[src/hw/rtl/lpm_pkg.sv]
// Shared types, status codes and a helper function for the longest prefix match router.
package lpm_pkg;

   // Fixed widths of the address and route fields.
   localparam int AddrBits = 32;
   localparam logic [AddrBits-1:0] AllOnes = 32'hFFFF_FFFF;

   // Number of outgoing interfaces; larger interface numbers saturate to the last one.
   localparam int PortCount = 16;

   // Result status codes.
   localparam logic [2:0] StForwarded  = 3'd0;
   localparam logic [2:0] StNoRoute    = 3'd1;
   localparam logic [2:0] StTtlExpired = 3'd2;
   localparam logic [2:0] StAdded      = 3'd3;
   localparam logic [2:0] StFull       = 3'd4;

   // Request actions.
   localparam logic ActAdd   = 1'b0;
   localparam logic ActRoute = 1'b1;

   // One input item as it arrives on the request channel.
   typedef struct packed {
      logic        action;
      logic [31:0] net_prefix;
      logic [5:0]  prefix_len;
      logic        has_next_hop;
      logic [31:0] gateway_addr;
      logic [3:0]  port_number;
      logic [31:0] dst_addr;
      logic [7:0]  ttl_in;
   } req_type;

   // One result item as it leaves on the response channel.
   typedef struct packed {
      logic [2:0]  status;
      logic [3:0]  out_port;
      logic [31:0] hop_addr;
      logic [7:0]  ttl_out;
   } rsp_type;

   // Classified command passed from the front end to the table engine.
   typedef struct packed {
      logic        is_route;
      logic [31:0] addr;      // prefix for an add, destination for a lookup
      logic [5:0]  len;       // saturated prefix length
      logic        via;
      logic [31:0] gateway;
      logic [3:0]  port;      // saturated interface number
      logic        ttl_ok;    // TTL above one
      logic [7:0]  ttl_dec;
   } cmd_type;

   // Status of the command queue as seen by its neighbours.
   typedef struct packed {
      logic empty;
      logic full;
   } q_status_type;

   // Network mask with the given number of leading ones (length at most 32).
   function automatic logic [AddrBits-1:0] mask_of(input logic [5:0] len);
      logic [AddrBits-1:0] mask;
      if (len == 6'd0) begin
         mask = '0;
      end else begin
         mask = AllOnes << (6'(AddrBits) - len);
      end
      return mask;
   endfunction

endpackage

[src/hw/rtl/lpm_front.sv]
// Front end: takes request transfers, saturates the route fields and classifies each item.
module lpm_front (
   input  lpm_pkg::req_type      req_data,
   input  logic                  push,
   output logic                  full,
   input  lpm_pkg::q_status_type q_status,
   output logic                  q_push,
   output lpm_pkg::cmd_type      q_data
);

   // A transfer happens whenever push is high and the queue has room.
   assign full   = q_status.full;
   assign q_push = push && !q_status.full;

   // Build the command: clamp length and interface, pick the address, precompute TTL.
   always_comb begin
      q_data.is_route = (req_data.action == lpm_pkg::ActRoute);
      q_data.addr     = (req_data.action == lpm_pkg::ActRoute) ? req_data.dst_addr
                                                               : req_data.net_prefix;
      if (req_data.prefix_len > 6'(lpm_pkg::AddrBits)) begin
         q_data.len = 6'(lpm_pkg::AddrBits);
      end else begin
         q_data.len = req_data.prefix_len;
      end
      q_data.via     = req_data.has_next_hop;
      q_data.gateway = req_data.gateway_addr;
      if (32'(req_data.port_number) >= lpm_pkg::PortCount) begin
         q_data.port = 4'(lpm_pkg::PortCount - 1);
      end else begin
         q_data.port = req_data.port_number;
      end
      q_data.ttl_ok  = (req_data.ttl_in > 8'd1);
      q_data.ttl_dec = req_data.ttl_in - 8'd1;
   end

endmodule

[config.mk]
export PLATFORM = sky130hd
export DESIGN_NAME = lpm_front
export DESIGN_NICKNAME = d
export VERILOG_FILES = /design/src/hw/rtl/lpm_pkg.sv /design/src/hw/rtl/lpm_front.sv
export SDC_FILE = /design/constraint.sdc
export NUM_CORES = 1
export LEC_CHECK = 0
export BUFFER_PORTS_ARGS = -buffer_cell sky130_fd_sc_hd__buf_2
export CORE_AREA = 2 2 80 82
export DETAILED_ROUTE_END_ITERATION = 12
export DIE_AREA = 0 0 82 84
export GPL_ROUTABILITY_DRIVEN = 0
export PLACE_DENSITY_LB_ADDON = 0.2
export SYNTH_ARGS = -nofsm -noshare
export SYNTH_HDL_FRONTEND = slang
export SYNTH_SLANG_ARGS = --single-unit
[constraint.sdc]
create_clock -name vclk -period 2.65
set_clock_uncertainty 0.05 [all_clocks]
set_input_delay 0.3975 -clock vclk [all_inputs]
set_output_delay 0.3975 -clock vclk [all_outputs]
set_load 0.02 [all_outputs]
==> flow_summary_export.csv <==
group,metric,value,unit
outcome,outcome,"completed",
logic_synthesis,yosys.area_share.simple,11.3,%
sta,rsz0062_at_grt,"no",
sta,postLayoutSetupSlackWorst,0.492,ns
power_and_ir_drop,sw_frac_of_total,53.3,%
power_and_ir_drop,p_per_area,200,nW/um^2
worst_setup_path,cp_num_buf_inv,2,
finish,fin_nets,314,
worst_setup_path,critPathSlowestCell,"sky130_fd_sc_hd__or4_4",
sta,final_layout_worst_hold_slack,0.745,ns
finish,multiInputGateArea,534,um^2
global_route,grt.total_usage,9.35,%
logic_synthesis,synthAdderAreaFrac,2.89,%
worst_setup_path,family_of_cells_with_the_greatest_summed_delay_on_the_critical_path,"simple AND/OR/NAND/NOR gates",
finish,antenna-diode-count,0,
placement,io_buffers,131,
finish,final.fill_count,692,
sta,fmax,463,MHz
sta,worstMarginPinSlew,0.322,ns
power_and_ir_drop,leakagePower,0.744,nW
floorplan,pin_count,206,
worst_setup_path,slowest_delay,0.54,ns
power_and_ir_drop,report.power.total,0.264,mW
logic_synthesis,yosysWarnings,0,
power_and_ir_drop,p_int,0.123,mW
finish,n_sequential_cell,0,
sta,finalHoldViolCount,0,
sta,final.period_utilization,81.4,%
placement,dp_cells,268,
finish,seq_area,0,um^2
worst_hold_path,worst_hold_path_type,"in2out",
finish,fin_cells,268,
detailed_routing,routed-via-count,1034,
logic_synthesis,synth.mux.area_fraction,41.7,%
worst_setup_path,worstPathMaxFanout,4,
finish,final_common_cell,"sky130_fd_sc_hd__buf_2",
sta,worst_slew_margin_rel,78.5,%
sta,fin_crit,2.16,ns
logic_synthesis,postSynthAreaPerCell,8.39,um^2
power_and_ir_drop,worst_ir_drop_vdd,0.0633,mV
power_and_ir_drop,power_frac_seq,0,%
power_and_ir_drop,power_frac_comb,100.0,%
worst_setup_path,cp_data_arrival_time,1.71,ns
detailed_routing,route.antenna.remaining_nets,0,
floorplan,die-area,6890,um^2
power_and_ir_drop,total_net_switching_power,0.140,mW
run,max-cap-violations,0,
worst_setup_path,critical_path.startpoint_type,"input pin",
finish,mostFrequentLayoutCells,"131 x sky130_fd_sc_hd__buf_2, 32 x sky130_fd_sc_hd__mux2_2, 6 x sky130_fd_sc_hd__nor2b_1, 4 x sky130_fd_sc_hd__inv_1, 4 x sky130_fd_sc_hd__xor2_1",
worst_setup_path,worstPathRequired,2.20,ns
detailed_routing,drtPass1Iterations,3,
logic_synthesis,combinational_family_with_the_most_area_after_synthesis,"multiplexers",
global_route,antenna_found_initial,0,
logic_synthesis,post_synth_inst_count,103,
placement,post-dp-hpwl,3.57,mm
worst_setup_path,crit_path_end_kind,"output pin",
floorplan,rows,29,
floorplan,die_height,84,um
floorplan,die_w,82,um
finish,layout-drive-gt1-share,88.0,%
sta,setup_violations,0,
floorplan,core_area,6100,um^2
global_route,grt_start_max_net_pins,21,
logic_synthesis,synth-seq-area-share,0,%
finish,clock_buffer_count,0,
finish,area_growth_syn_to_layout,52.8,%
detailed_routing,routed_via_density,3.86,
worst_setup_path,cp_cell_sequence,"buf_2, or4_4, or4_4, buf_2",
cts,post_cts_buffers,0,
detailed_routing,drcViolationCount,0,
sta,slew_violations,0,
global_route,global_route_wire_length_before_repair,4.92,mm
logic_synthesis,synth_compound_area_share,0.868,%
detailed_routing,final_routed_wirelength,3.82,mm
logic_synthesis,syn-cell-area,865,um^2
worst_setup_path,worst-setup-path-type,"in2out",
detailed_routing,dr.first_iter.drc_count,4,
sta,setup_total_negative_slack,0,ns
cts,cts-hold-fix-buffers,0,
cts,ctsResizeCount,0,
logic_synthesis,synth-xor-area-share,5.07,%
placement,placement.setup.worst_slack,0.488,ns
logic_synthesis,synth.lib_cells_used.distinct,16,
power_and_ir_drop,clock_power_share,0,%
global_route,gr-total-overflow,0,
detailed_routing,detail_route.wl_per_cell,14.3,um
floorplan,initial_utilization,14.2,%
global_route,first_global_vias,973,
logic_synthesis,syn_nets,224,
logic make-up (layout without fill, tap and decap cells):
| kind of cell | Yosys count | in the layout |
|---|---|---|
| buf+inv | 48 | 136 |
| compound gates | 1 | 1 |
| simple gates | 15 | 15 |
| xor+xnor | 5 | 5 |
| fa+ha+maj | 2 | 2 |
| mux | 32 | 32 |
Yosys cell counts (all sizes together):
library cell	number	area (um^2)
nor2b	6	37.5
nand2	1	3.75
or3	1	7.51
or4	3	31.3
nor2	3	11.3
o31ai	1	7.51
clkbuf	2	7.51
nor4	1	6.26
xnor2	1	8.76
ha	2	25.0
mux2	32	360
xor2	4	35.0
buf	42	308
inv	4	15.0
worst paths after layout:
check	from	to	slack, ns	cells after the start
worst max-delay path	req_data[3]	q_data[8]	0.49	4
worst min-delay path	req_data[51]	q_data[20]	0.75	0
per-stage QoR:
| stage | util (%) | area, um^2 |
|---|---|---|
| after detailed placement | 21.7 | 1320 |
| after global placement | 21.7 | 1320 |
| after global routing | 21.7 | 1320 |
| final | 21.7 | 1320 |
| after floorplan | - | 865 |
| after CTS | 21.7 | 1320 |
layout make-up:
cell class	count	area share, %
inverters	4	1.14
multi-input cells	55	40.4
well taps	77	7.29
repair buffers	132	51.1
per-layer routing:
layer | share of wire [%] | wire, um | GRT usage, %
met5 | 0 | 0 | 0
met4 | 2.4 | 91 | 2.27
met3 | 15 | 589 | 2.49
met2 | 49 | 1860 | 18.8
met1 | 33 | 1280 | 8.96
power by group through the flow:
stage,clock (mW),combinational (mW),sequential [mW]
2_1_floorplan,0,0.225,0
5_1_grt,0,0.286,0
6_report,0,0.264,0
4_1_cts,0,0.269,0
3_5_place_dp,0,0.268,0
3_3_place_gp,0,0.268,0
Note: power is estimated with default switching activity, not from simulation.
