[config.mk]
export PLATFORM = sky130hd
export DESIGN_NAME = lpm_cmd_queue
export DESIGN_NICKNAME = d
export VERILOG_FILES = /design/src/hw/rtl/lpm_pkg.sv /design/src/hw/rtl/lpm_cmd_queue.sv
export SDC_FILE = /design/constraint.sdc
export NUM_CORES = 1
export LEC_CHECK = 0
export BUFFER_PORTS_ARGS = -buffer_cell sky130_fd_sc_hd__buf_2
export CORE_ASPECT_RATIO = 0.7
export CORE_MARGIN = 3
export CORE_UTILIZATION = 50
export CTS_BUF_LIST = sky130_fd_sc_hd__clkbuf_8
export DETAILED_ROUTE_END_ITERATION = 8
export PLACE_DENSITY_LB_ADDON = 0.05
export RECOVER_POWER = 25
export SYNTH_ARGS = -nofsm -noshare
export SYNTH_HDL_FRONTEND = slang
export SYNTH_SLANG_ARGS = --single-unit
[constraint.sdc]
create_clock -name clock -period 5 [get_ports clock]
set_input_delay 1 -clock clock [delete_from_list [all_inputs] [get_ports clock]]
set_output_delay 1 -clock clock [all_outputs]
set_load 0.02 [all_outputs]
[src/hw/rtl/lpm_pkg.sv]
// Shared types, status codes and a helper function for the longest prefix match router.
package lpm_pkg;

   // Fixed widths of the address and route fields.
   localparam int AddrBits = 32;
   localparam logic [AddrBits-1:0] AllOnes = 32'hFFFF_FFFF;

   // Number of outgoing interfaces; larger interface numbers saturate to the last one.
   localparam int PortCount = 16;

   // Result status codes.
   localparam logic [2:0] StForwarded  = 3'd0;
   localparam logic [2:0] StNoRoute    = 3'd1;
   localparam logic [2:0] StTtlExpired = 3'd2;
   localparam logic [2:0] StAdded      = 3'd3;
   localparam logic [2:0] StFull       = 3'd4;

   // Request actions.
   localparam logic ActAdd   = 1'b0;
   localparam logic ActRoute = 1'b1;

   // One input item as it arrives on the request channel.
   typedef struct packed {
      logic        action;
      logic [31:0] net_prefix;
      logic [5:0]  prefix_len;
      logic        has_next_hop;
      logic [31:0] gateway_addr;
      logic [3:0]  port_number;
      logic [31:0] dst_addr;
      logic [7:0]  ttl_in;
   } req_type;

   // One result item as it leaves on the response channel.
   typedef struct packed {
      logic [2:0]  status;
      logic [3:0]  out_port;
      logic [31:0] hop_addr;
      logic [7:0]  ttl_out;
   } rsp_type;

   // Classified command passed from the front end to the table engine.
   typedef struct packed {
      logic        is_route;
      logic [31:0] addr;      // prefix for an add, destination for a lookup
      logic [5:0]  len;       // saturated prefix length
      logic        via;
      logic [31:0] gateway;
      logic [3:0]  port;      // saturated interface number
      logic        ttl_ok;    // TTL above one
      logic [7:0]  ttl_dec;
   } cmd_type;

   // Status of the command queue as seen by its neighbours.
   typedef struct packed {
      logic empty;
      logic full;
   } q_status_type;

   // Network mask with the given number of leading ones (length at most 32).
   function automatic logic [AddrBits-1:0] mask_of(input logic [5:0] len);
      logic [AddrBits-1:0] mask;
      if (len == 6'd0) begin
         mask = '0;
      end else begin
         mask = AllOnes << (6'(AddrBits) - len);
      end
      return mask;
   endfunction

endpackage

[src/hw/rtl/lpm_cmd_queue.sv]
// Two-entry command queue between the front end and the table engine.
module lpm_cmd_queue (
   input  logic                  clock,
   input  logic                  reset,
   input  logic                  push,
   input  lpm_pkg::cmd_type      push_data,
   input  logic                  pop,
   output lpm_pkg::cmd_type      pop_data,
   output lpm_pkg::q_status_type status
);

   lpm_pkg::cmd_type slot_ff [2];
   logic             wr_ptr_ff, wr_ptr_in;
   logic             rd_ptr_ff, rd_ptr_in;
   logic [1:0]       count_ff, count_in;
   logic             do_push, do_pop;

   assign status.empty = (count_ff == 2'd0);
   assign status.full  = (count_ff == 2'd2);
   assign do_push      = push && !status.full;
   assign do_pop       = pop && !status.empty;
   assign pop_data     = slot_ff[rd_ptr_ff];

   // Pointer and fill count update.
   always_comb begin
      wr_ptr_in = do_push ? !wr_ptr_ff : wr_ptr_ff;
      rd_ptr_in = do_pop ? !rd_ptr_ff : rd_ptr_ff;
      count_in  = count_ff + 2'(do_push) - 2'(do_pop);
   end

   always_ff @(posedge clock) begin
      if (reset) begin
         wr_ptr_ff <= 1'b0;
         rd_ptr_ff <= 1'b0;
         count_ff  <= 2'd0;
      end else begin
         wr_ptr_ff <= wr_ptr_in;
         rd_ptr_ff <= rd_ptr_in;
         count_ff  <= count_in;
      end
   end

   // Entry storage.
   always_ff @(posedge clock) begin
      if (do_push) begin
         slot_ff[wr_ptr_ff] <= push_data;
      end
   end

   // The fill count never passes the depth and pointers stay a count apart.
   a_count_bound: assert property (@(posedge clock) disable iff (reset)
      count_ff <= 2'd2)
      else $error("command queue overfilled");

   a_ptr_gap: assert property (@(posedge clock) disable iff (reset)
      (count_ff == 2'd1) |-> (wr_ptr_ff != rd_ptr_ff))
      else $error("command queue pointers disagree with fill count");

   a_pop_order: assert property (@(posedge clock) disable iff (reset)
      (do_pop && !do_push) |=> (count_ff == $past(count_ff) - 2'd1))
      else $error("command queue count did not fall on a pop");

endmodule

==> key figures, run 1 <==
Hold path
  • Min-delay worst type: register to register
  • Number of cells traversed by the worst hold path: 2
  • Worst hold endpoint: wr_ptr_ff
  • Origin of the worst min-delay path: wr_ptr_ff

Setup path
  • Crit Reg-Reg Endpoint: slot_ff[0][65]
  • Worst EP required: 4.00 ns
  • Critical Path Source Type: register
  • Biggest cell delay along the critical path: 1.08 ns
  • Path depth of the worst reg2reg path: 5
  • Number of buffers and inverters on the critical path: 1
  • Reg-to-reg setup timing slack: approximately 2.5 ns
  • Worst path cell trace: mux2_2 > buf_2
  • Top cell family by delay on the critical path: flip-flops
  • Data arrival time of the critical path: roughly 2.2 ns
  • Crit path kind: register to output port
  • Standard cell with the maximum stage delay on the critical path: dfxtp_4
  • Critical Path End Type: output port
  • RR Startpoint: count_ff[0]
  • Max Fanout on Critical Path: 85

Power
  • Worst-case vdd ir drop: between 0.3 and 0.4 mV
  • Power density relative to cell area: ~530 nW/um^2
  • Clock group share of total power: 0.238
  • Combinational Power Share: 0.272
  • Sw Pwr: 1287 uW
  • Switching Share: 0.3123
  • Leakage power: approximately 0.0028 uW
  • Int Power: 2833 uW
  • Sequential cell fraction of total power: 0.490

Synthesis
  • Number of synthesized register bits: 175
  • Total of warnings raised by yosys: 0
  • Share of synthesized registers carrying an async set or reset: 0
  • Most numerous cell in the Yosys netlist: edfxtp_1
  • Syn avg cell area: about 22 um^2
  • Commonest cells in the synthesized netlist: edfxtp_1 (170), mux2_2 (85), buf_6 (5), dfxtp_1 (5), nor2_1 (4)
  • Net count after synthesis: roughly 380
  • Count of different cell masters after synthesis: 22
  • Cell type contributing the most total cell area after synthesis: edfxtp_1
  • Number of enable flip-flop cells after synthesis: 170
  • Yosys top cell area share: 0.8008
  • Area of the mapped netlist: 6375 um^2
  • Sequential area share after synthesis: 0.8165
  • Post-Syn Instances: approximately 290
  • Leading post-synthesis cells by cell area: edfxtp_1 (80%), mux2_2 (15%), dfxtp_1 (1.6%)
  • Prevailing post-synth register cell: edfxtp_1

STA
  • Final period demand of the worst path: between 3 and 4 ns
  • Maximum operating frequency: a little over 300 MHz
  • Maximum clock skew at final layout: between 0.01 and 0.015 ns
  • Pin slew with the least headroom to its limit: 1.169 ns
  • Sum of negative setup slack: 0 ns
  • Max-slew headroom: 0.2205
  • Tcrit/Tclk final: 0.6421
  • Slew Viols, Final: 0
  • Post-layout worst setup margin: approximately 1.8 ns
  • Setup repair after global routing missed its margin: false
  • Number of hold violations in the final report: 0
  • Final setup viols: 0

CTS
  • Clock buffer depth: 2
  • Total clock sinks: approximately 180
  • Clock-pin slew of the registers on the worst-case setup and hold paths: roughly 0.09 ns
  • TritonCTS Buffers: 17
  • Clock tree from TritonCTS: done
  • # resized after CTS: 0
  • Number of H-tree levels: 4
  • Cell at the root of the clock tree: clkbuf_8
  • Clock latency at the later pin of the worst-skew pair: between 0.4 and 0.5 ns
  • Postcts setup bufs: 0
  • Hold buffers post-CTS: 0

Global route
  • GR Overflow Total: 0
  • M2 GR Usage: 0.2607
  • Overall Global Routing Usage: 0.1654
  • Global-route wire length before repair: between 15000 and 20000 um
  • Number of antenna violations at the first check in global routing: 2
  • Most congested layer reported by global routing: met2
  • Met1 capacity usage during global routing: 0.2015
  • Largest net degree at the start of global routing: between 80 and 90
  • Global routing usage on met3: 0.07492
  • Number of global-route vias before repair: ~3500

Status
  • Status: finished clean

Floorplanning
  • Number of standard-cell rows in the floorplan: 33
  • Vert. Die Dim: approximately 100 um
  • Core box area: roughly 12000 um^2
  • Top Ports: around 180
  • Horiz. Die Dim: roughly 140 um
  • Starting density of the core: 0.5287
  • Die Footprint: about 14000 um^2

Final layout
  • Ant. Diodes: 0
  • Area of all placed cells without fillers: just under 8000 um^2
  • Filler Cells Inserted: 884
  • Share of layout cells above drive strength 1: 0.5603
  • Number of nets in the layout: approximately 570
  • Area grow syn2layout: 21.77%

Drt
  • Total iterations of the first detailed-routing run: 5
  • Remaining number of nets flagged by the antenna check after routing: 0
  • Vias per cell: between 4 and 5
  • Drt drc: 0
  • Via count: 3207
  • Per-cell routed wire length: 17.37 um
  • Total length of routed wires: 11220 um
  • Initial DRC count: ~190

Placed design
  • Total half-perimeter wirelength after legalization and detailed placement: ~7200 um
  • Worst slack at placement: 1.859 ns
  • Number of port buffers: ~180
  • Area of placed instances: 7392 um^2
  • GPL Wtd Cong: between 0.7 and 0.8

Job
  • Count of maximum capacitance violations: 0
[cell families after synthesis]
| kind of cell | synth area share |
|---|---|
| flops | 0.8165 |
| fa+ha+maj | 0.003925 |
| buf+inv | 0.01472 |
| simple gates | 0.009225 |
| mux | 0.1501 |
| xor+xnor | 0.002748 |
| compound gates | 0.002747 |
[state kept, by name, indices dropped and copies added (netlist names), named ones only]
name	count
rd_ptr_ff	1
slot_ff	170
wr_ptr_ff	1
count_ff	2
[worst min-delay path, cell delays in order (launching register included)]
cell	delay, ns
dfxtp_1	0.33
o21ai_0	0.07
a21oi_1	0.06
[cell usage in the layout, fill, tap and decap left out]
| cell | n |
|---|---|
| xor2_1 | 1 |
| a21oi_1 | 1 |
| mux2_2 | 85 |
| and3_4 | 1 |
| dfxtp_1 | 4 |
| clkinv_2 | 2 |
| nand2b_2 | 1 |
| edfxtp_1 | 170 |
| o21ai_0 | 1 |
| nor3_1 | 1 |
| clkbuf_1 | 19 |
| dfxtp_4 | 1 |
| xnor2_1 | 1 |
| buf_2 | 153 |
| bufinv_16 | 3 |
| o21a_1 | 1 |
| nor2_1 | 4 |
| inv_2 | 1 |
| buf_4 | 2 |
| inv_6 | 4 |
| buf_1 | 3 |
| nand2_1 | 1 |
| nor2b_1 | 1 |
| ha_1 | 2 |
| and2_1 | 1 |
| clkinvlp_4 | 4 |
| clkbuf_8 | 17 |
| or3_1 | 1 |
| inv_1 | 3 |
[power by group through the flow]
stage	clock network (uW)	registers, uW	logic, uW
2_1_floorplan	0	1950	883
3_3_place_gp	0	2050	1130
3_5_place_dp	0	2060	1140
4_1_cts	1010	2030	1150
5_1_grt	1070	2050	1210
6_report	979	2020	1120
[routing by layer]
metal  part of all wire  wire (um)
met4              0.019        212
met3              0.093       1048
met5             0.0022         25
met2               0.47       5221
met1               0.42       4715
[cell type report]
cell class              instances  area [um^2]  share of cell area
inverters                       4        16.27            0.002095
repair buffers                177        863.3              0.1112
flip-flops and latches        175         5209              0.6710
well taps                     157        196.4             0.02531
multi-input cells             103         1080              0.1391
clock inverters                13        163.9             0.02112
clock buffers                  17        234.0             0.03014
[through the flow]
| step | hold slack [ns] | power, uW | utilization | instances |
|---|---|---|---|---|
| 2_1_floorplan | 0.4515 | 2830 | - | 291 |
| 3_3_place_gp | 0.4730 | 3184 | 0.6131 | 616 |
| 3_5_place_dp | 0.4894 | 3199 | 0.6131 | 616 |
| 4_1_cts | 0.5022 | 4181 | 0.6461 | 646 |
| 5_1_grt | 0.5172 | 4325 | 0.6438 | 646 |
| 6_report | 0.5017 | 4120 | 0.6438 | 646 |
[worst max path at each step]
stage,start,end,slack (ns),cells after the start
after floorplan,push,slot_ff[0][0],1.51,3
after global placement,push,slot_ff[0][14],1.86,5
after detailed placement,push,slot_ff[0][16],1.86,5
after CTS,register,pop_data[7],1.73,2
after global routing,register,pop_data[63],1.66,2
final,register,pop_data[76],1.79,2
Note: power is estimated with default switching activity, not from simulation.
==> run 2, diff against run 1 <==
- CORE_UTILIZATION: 50 -> 49
- clock period: 5 -> 2.7 ns (I/O delays scaled with it)
==> run 2 against run 1 <==
Compared with the run above: clock skew up 0.0052 ns; setup slack worse by 1.4 ns; count of clock-buffer cells in the layout up 2; global-route usage down 0.65 points; hold slack worse by 0.22 ns; first-iteration DRC count down 16%; cell count up 2.0%; total power up 87%; critical path depth up 1; register-to-register slack worse by 1.6 ns; sequential share of layout area down 0.94 points; critical endpoint is now pop_data[4]; largest cell class unchanged.
==> key figures, run 2 (synthesis results as in run 1) <==
STA
  • Slew Viols, Final: 0
  • Maximum clock skew at final layout: roughly 0.016 ns
  • Pin slew with the least headroom to its limit: roughly 0.50 ns
  • Maximum operating frequency: around 430 MHz
  • Post-layout worst setup margin: roughly 0.35 ns
  • Max-slew headroom: 0.6698
  • Number of hold violations in the final report: 0
  • Final setup viols: 0
  • Tcrit/Tclk final: 0.8688
  • Sum of negative setup slack: 0 ns
  • Setup repair after global routing missed its margin: false
  • Final period demand of the worst path: approximately 2.3 ns

Power
  • Combinational Power Share: 0.299
  • Leakage power: 0.002907 uW
  • Sequential cell fraction of total power: 0.466
  • Power density relative to cell area: between 900 and 1000 nW/um^2
  • Switching Share: 0.3143
  • Worst-case vdd ir drop: roughly 0.5 mV
  • Int Power: around 5300 uW
  • Sw Pwr: between 2000 and 2500 uW
  • Clock group share of total power: 0.235

CTS
  • TritonCTS Buffers: 17
  • Total clock sinks: about 180
  • Clock latency at the later pin of the worst-skew pair: about 0.44 ns
  • Clock tree from TritonCTS: done
  • Cell at the root of the clock tree: clkbuf_8
  • # resized after CTS: 0
  • Number of H-tree levels: 4
  • Clock buffer depth: 2
  • Hold buffers post-CTS: 0
  • Clock-pin slew of the registers on the worst-case setup and hold paths: roughly 0.10 ns
  • Postcts setup bufs: 0

Placed design
  • Worst slack at placement: between 0.7 and 0.8 ns
  • Number of port buffers: approximately 180
  • GPL Wtd Cong: 0.7217
  • Number of cells in the design after placement: 625
  • Total half-perimeter wirelength after legalization and detailed placement: around 7400 um

Final layout
  • Area grow syn2layout: 23.49%
  • Filler Cells Inserted: about 940
  • Most common library cell in the layout ignoring fill and taps: edfxtp_1
  • Number of nets in the layout: roughly 570
  • Multi-input gate area in the final layout: 1080 um^2
  • Number of flip-flops under the largest register name: 170
  • Share of layout cells above drive strength 1: 0.5737
  • Top flop regs: slot_ff (170), count_ff (2)
  • Flip-flop and latch area: approximately 5200 um^2
  • Number of cells in the finished layout apart from fillers: roughly 660
  • Leading cell types in the layout, fill and taps excluded: edfxtp_1 (170), buf_2 (156), mux2_2 (85), clkbuf_8 (19), clkbuf_1 (19)
  • Largest register by flop count: slot_ff

Setup path
  • Critical Path Source Type: register
  • Data arrival time of the critical path: about 1.8 ns
  • Worst EP required: 2.16 ns
  • Max Fanout on Critical Path: 18
  • Crit path kind: register to output port
  • Critical Path End Type: output port

Status
  • Status: finished clean

Global route
  • Number of global-route vias before repair: 3400
  • Largest net degree at the start of global routing: 86
  • Global-route wire length before repair: approximately 17000 um
  • Overall Global Routing Usage: 0.1590
  • GR Overflow Total: 0
  • Number of antenna violations at the first check in global routing: 2

Drt
  • Total iterations of the first detailed-routing run: 4
  • Total length of routed wires: 11370 um
  • Vias per cell: slightly below 5
  • Drt drc: 0
  • Per-cell routed wire length: ~17 um
  • Via count: 3260
  • Initial DRC count: between 150 and 200
  • Remaining number of nets flagged by the antenna check after routing: 0

Floorplanning
  • Horiz. Die Dim: 142.3 um
  • Vert. Die Dim: between 100 and 150 um
  • Number of standard-cell rows in the floorplan: 34
  • Core box area: around 13000 um^2
  • Die Footprint: 14440 um^2
  • Top Ports: 176
  • Starting density of the core: 0.5080

Hold path
  • Min-delay worst type: input pin to register

Job
  • Count of maximum capacitance violations: 0
## run 2: cell types whose count changed in the layout (fill, tap and decap cells not counted), moves of 2 or more
| cell | before | now |
|---|---|---|
| buf_12 | 0 | 4 |
| buf_1 | 3 | 0 |
| buf_2 | 153 | 156 |
| clkinv_4 | 0 | 3 |
| clkinvlp_4 | 4 | 1 |
| clkbuf_8 | 17 | 19 |
| diode_2 | 0 | 2 |
| inv_6 | 4 | 6 |
## run 2: worst paths after layout
kind,startpoint,to,slack (ns),depth (start not counted)
setup / recovery,register,pop_data[4],0.35,3
hold / removal,push_data[13],slot_ff[0][13],0.28,1
setup reg to reg,count_ff[0],slot_ff[0][51],0.86,5
hold reg to reg,wr_ptr_ff,wr_ptr_ff,0.52,2
## run 2: final cells by class
| type | instances | share of cell area |
|---|---|---|
| sequential | 175 | 0.6616 |
| timing repair buffer | 181 | 0.1203 |
| antenna | 2 | 0.0006357 |
| clock buffer | 19 | 0.03322 |
| multi-input combinational | 103 | 0.1372 |
| clock inverter | 13 | 0.01891 |
| tap | 162 | 0.02575 |
| inverter | 4 | 0.002384 |
## run 2: per-layer routing
metal | share of wire | vias up | track usage
met5 | 0.00079 | - | 0
met4 | 0.013 | 2 | 0.05771
met3 | 0.10 | 17 | 0.07881
met2 | 0.48 | 119 | 0.2534
met1 | 0.41 | 1595 | 0.1900
li1 | - | 1527 | -
## run 2: power groups by stage
stage	logic (uW)	clock network, uW	registers (uW)
3_5_place_dp	2340	0	3660
4_1_cts	2350	1880	3600
2_1_floorplan	1640	0	3600
5_1_grt	2480	1980	3630
3_3_place_gp	2340	0	3640
6_report	2300	1820	3590
## run 2: worst max-delay path, stage by stage, from the launching register on
cell and delay [ns]:
dfxtp_4 0.54, buf_4 0.30, mux2_2 0.37, buf_2 0.16
## run 2: through the flow
| stage | hold WS [ns] | util | power [uW] | cell area (um^2) |
|---|---|---|---|---|
| finish | 0.2827 | 0.6273 | 7707 | 7873 |
| global route | 0.2327 | 0.6271 | 8089 | 7870 |
| CTS | 0.2505 | 0.6288 | 7826 | 7891 |
| detailed placement | 0.4954 | 0.5961 | 6002 | 7481 |
| global placement | 0.4752 | 0.5961 | 5976 | 7481 |
| floorplan | 0.4515 | - | 5236 | 6379 |
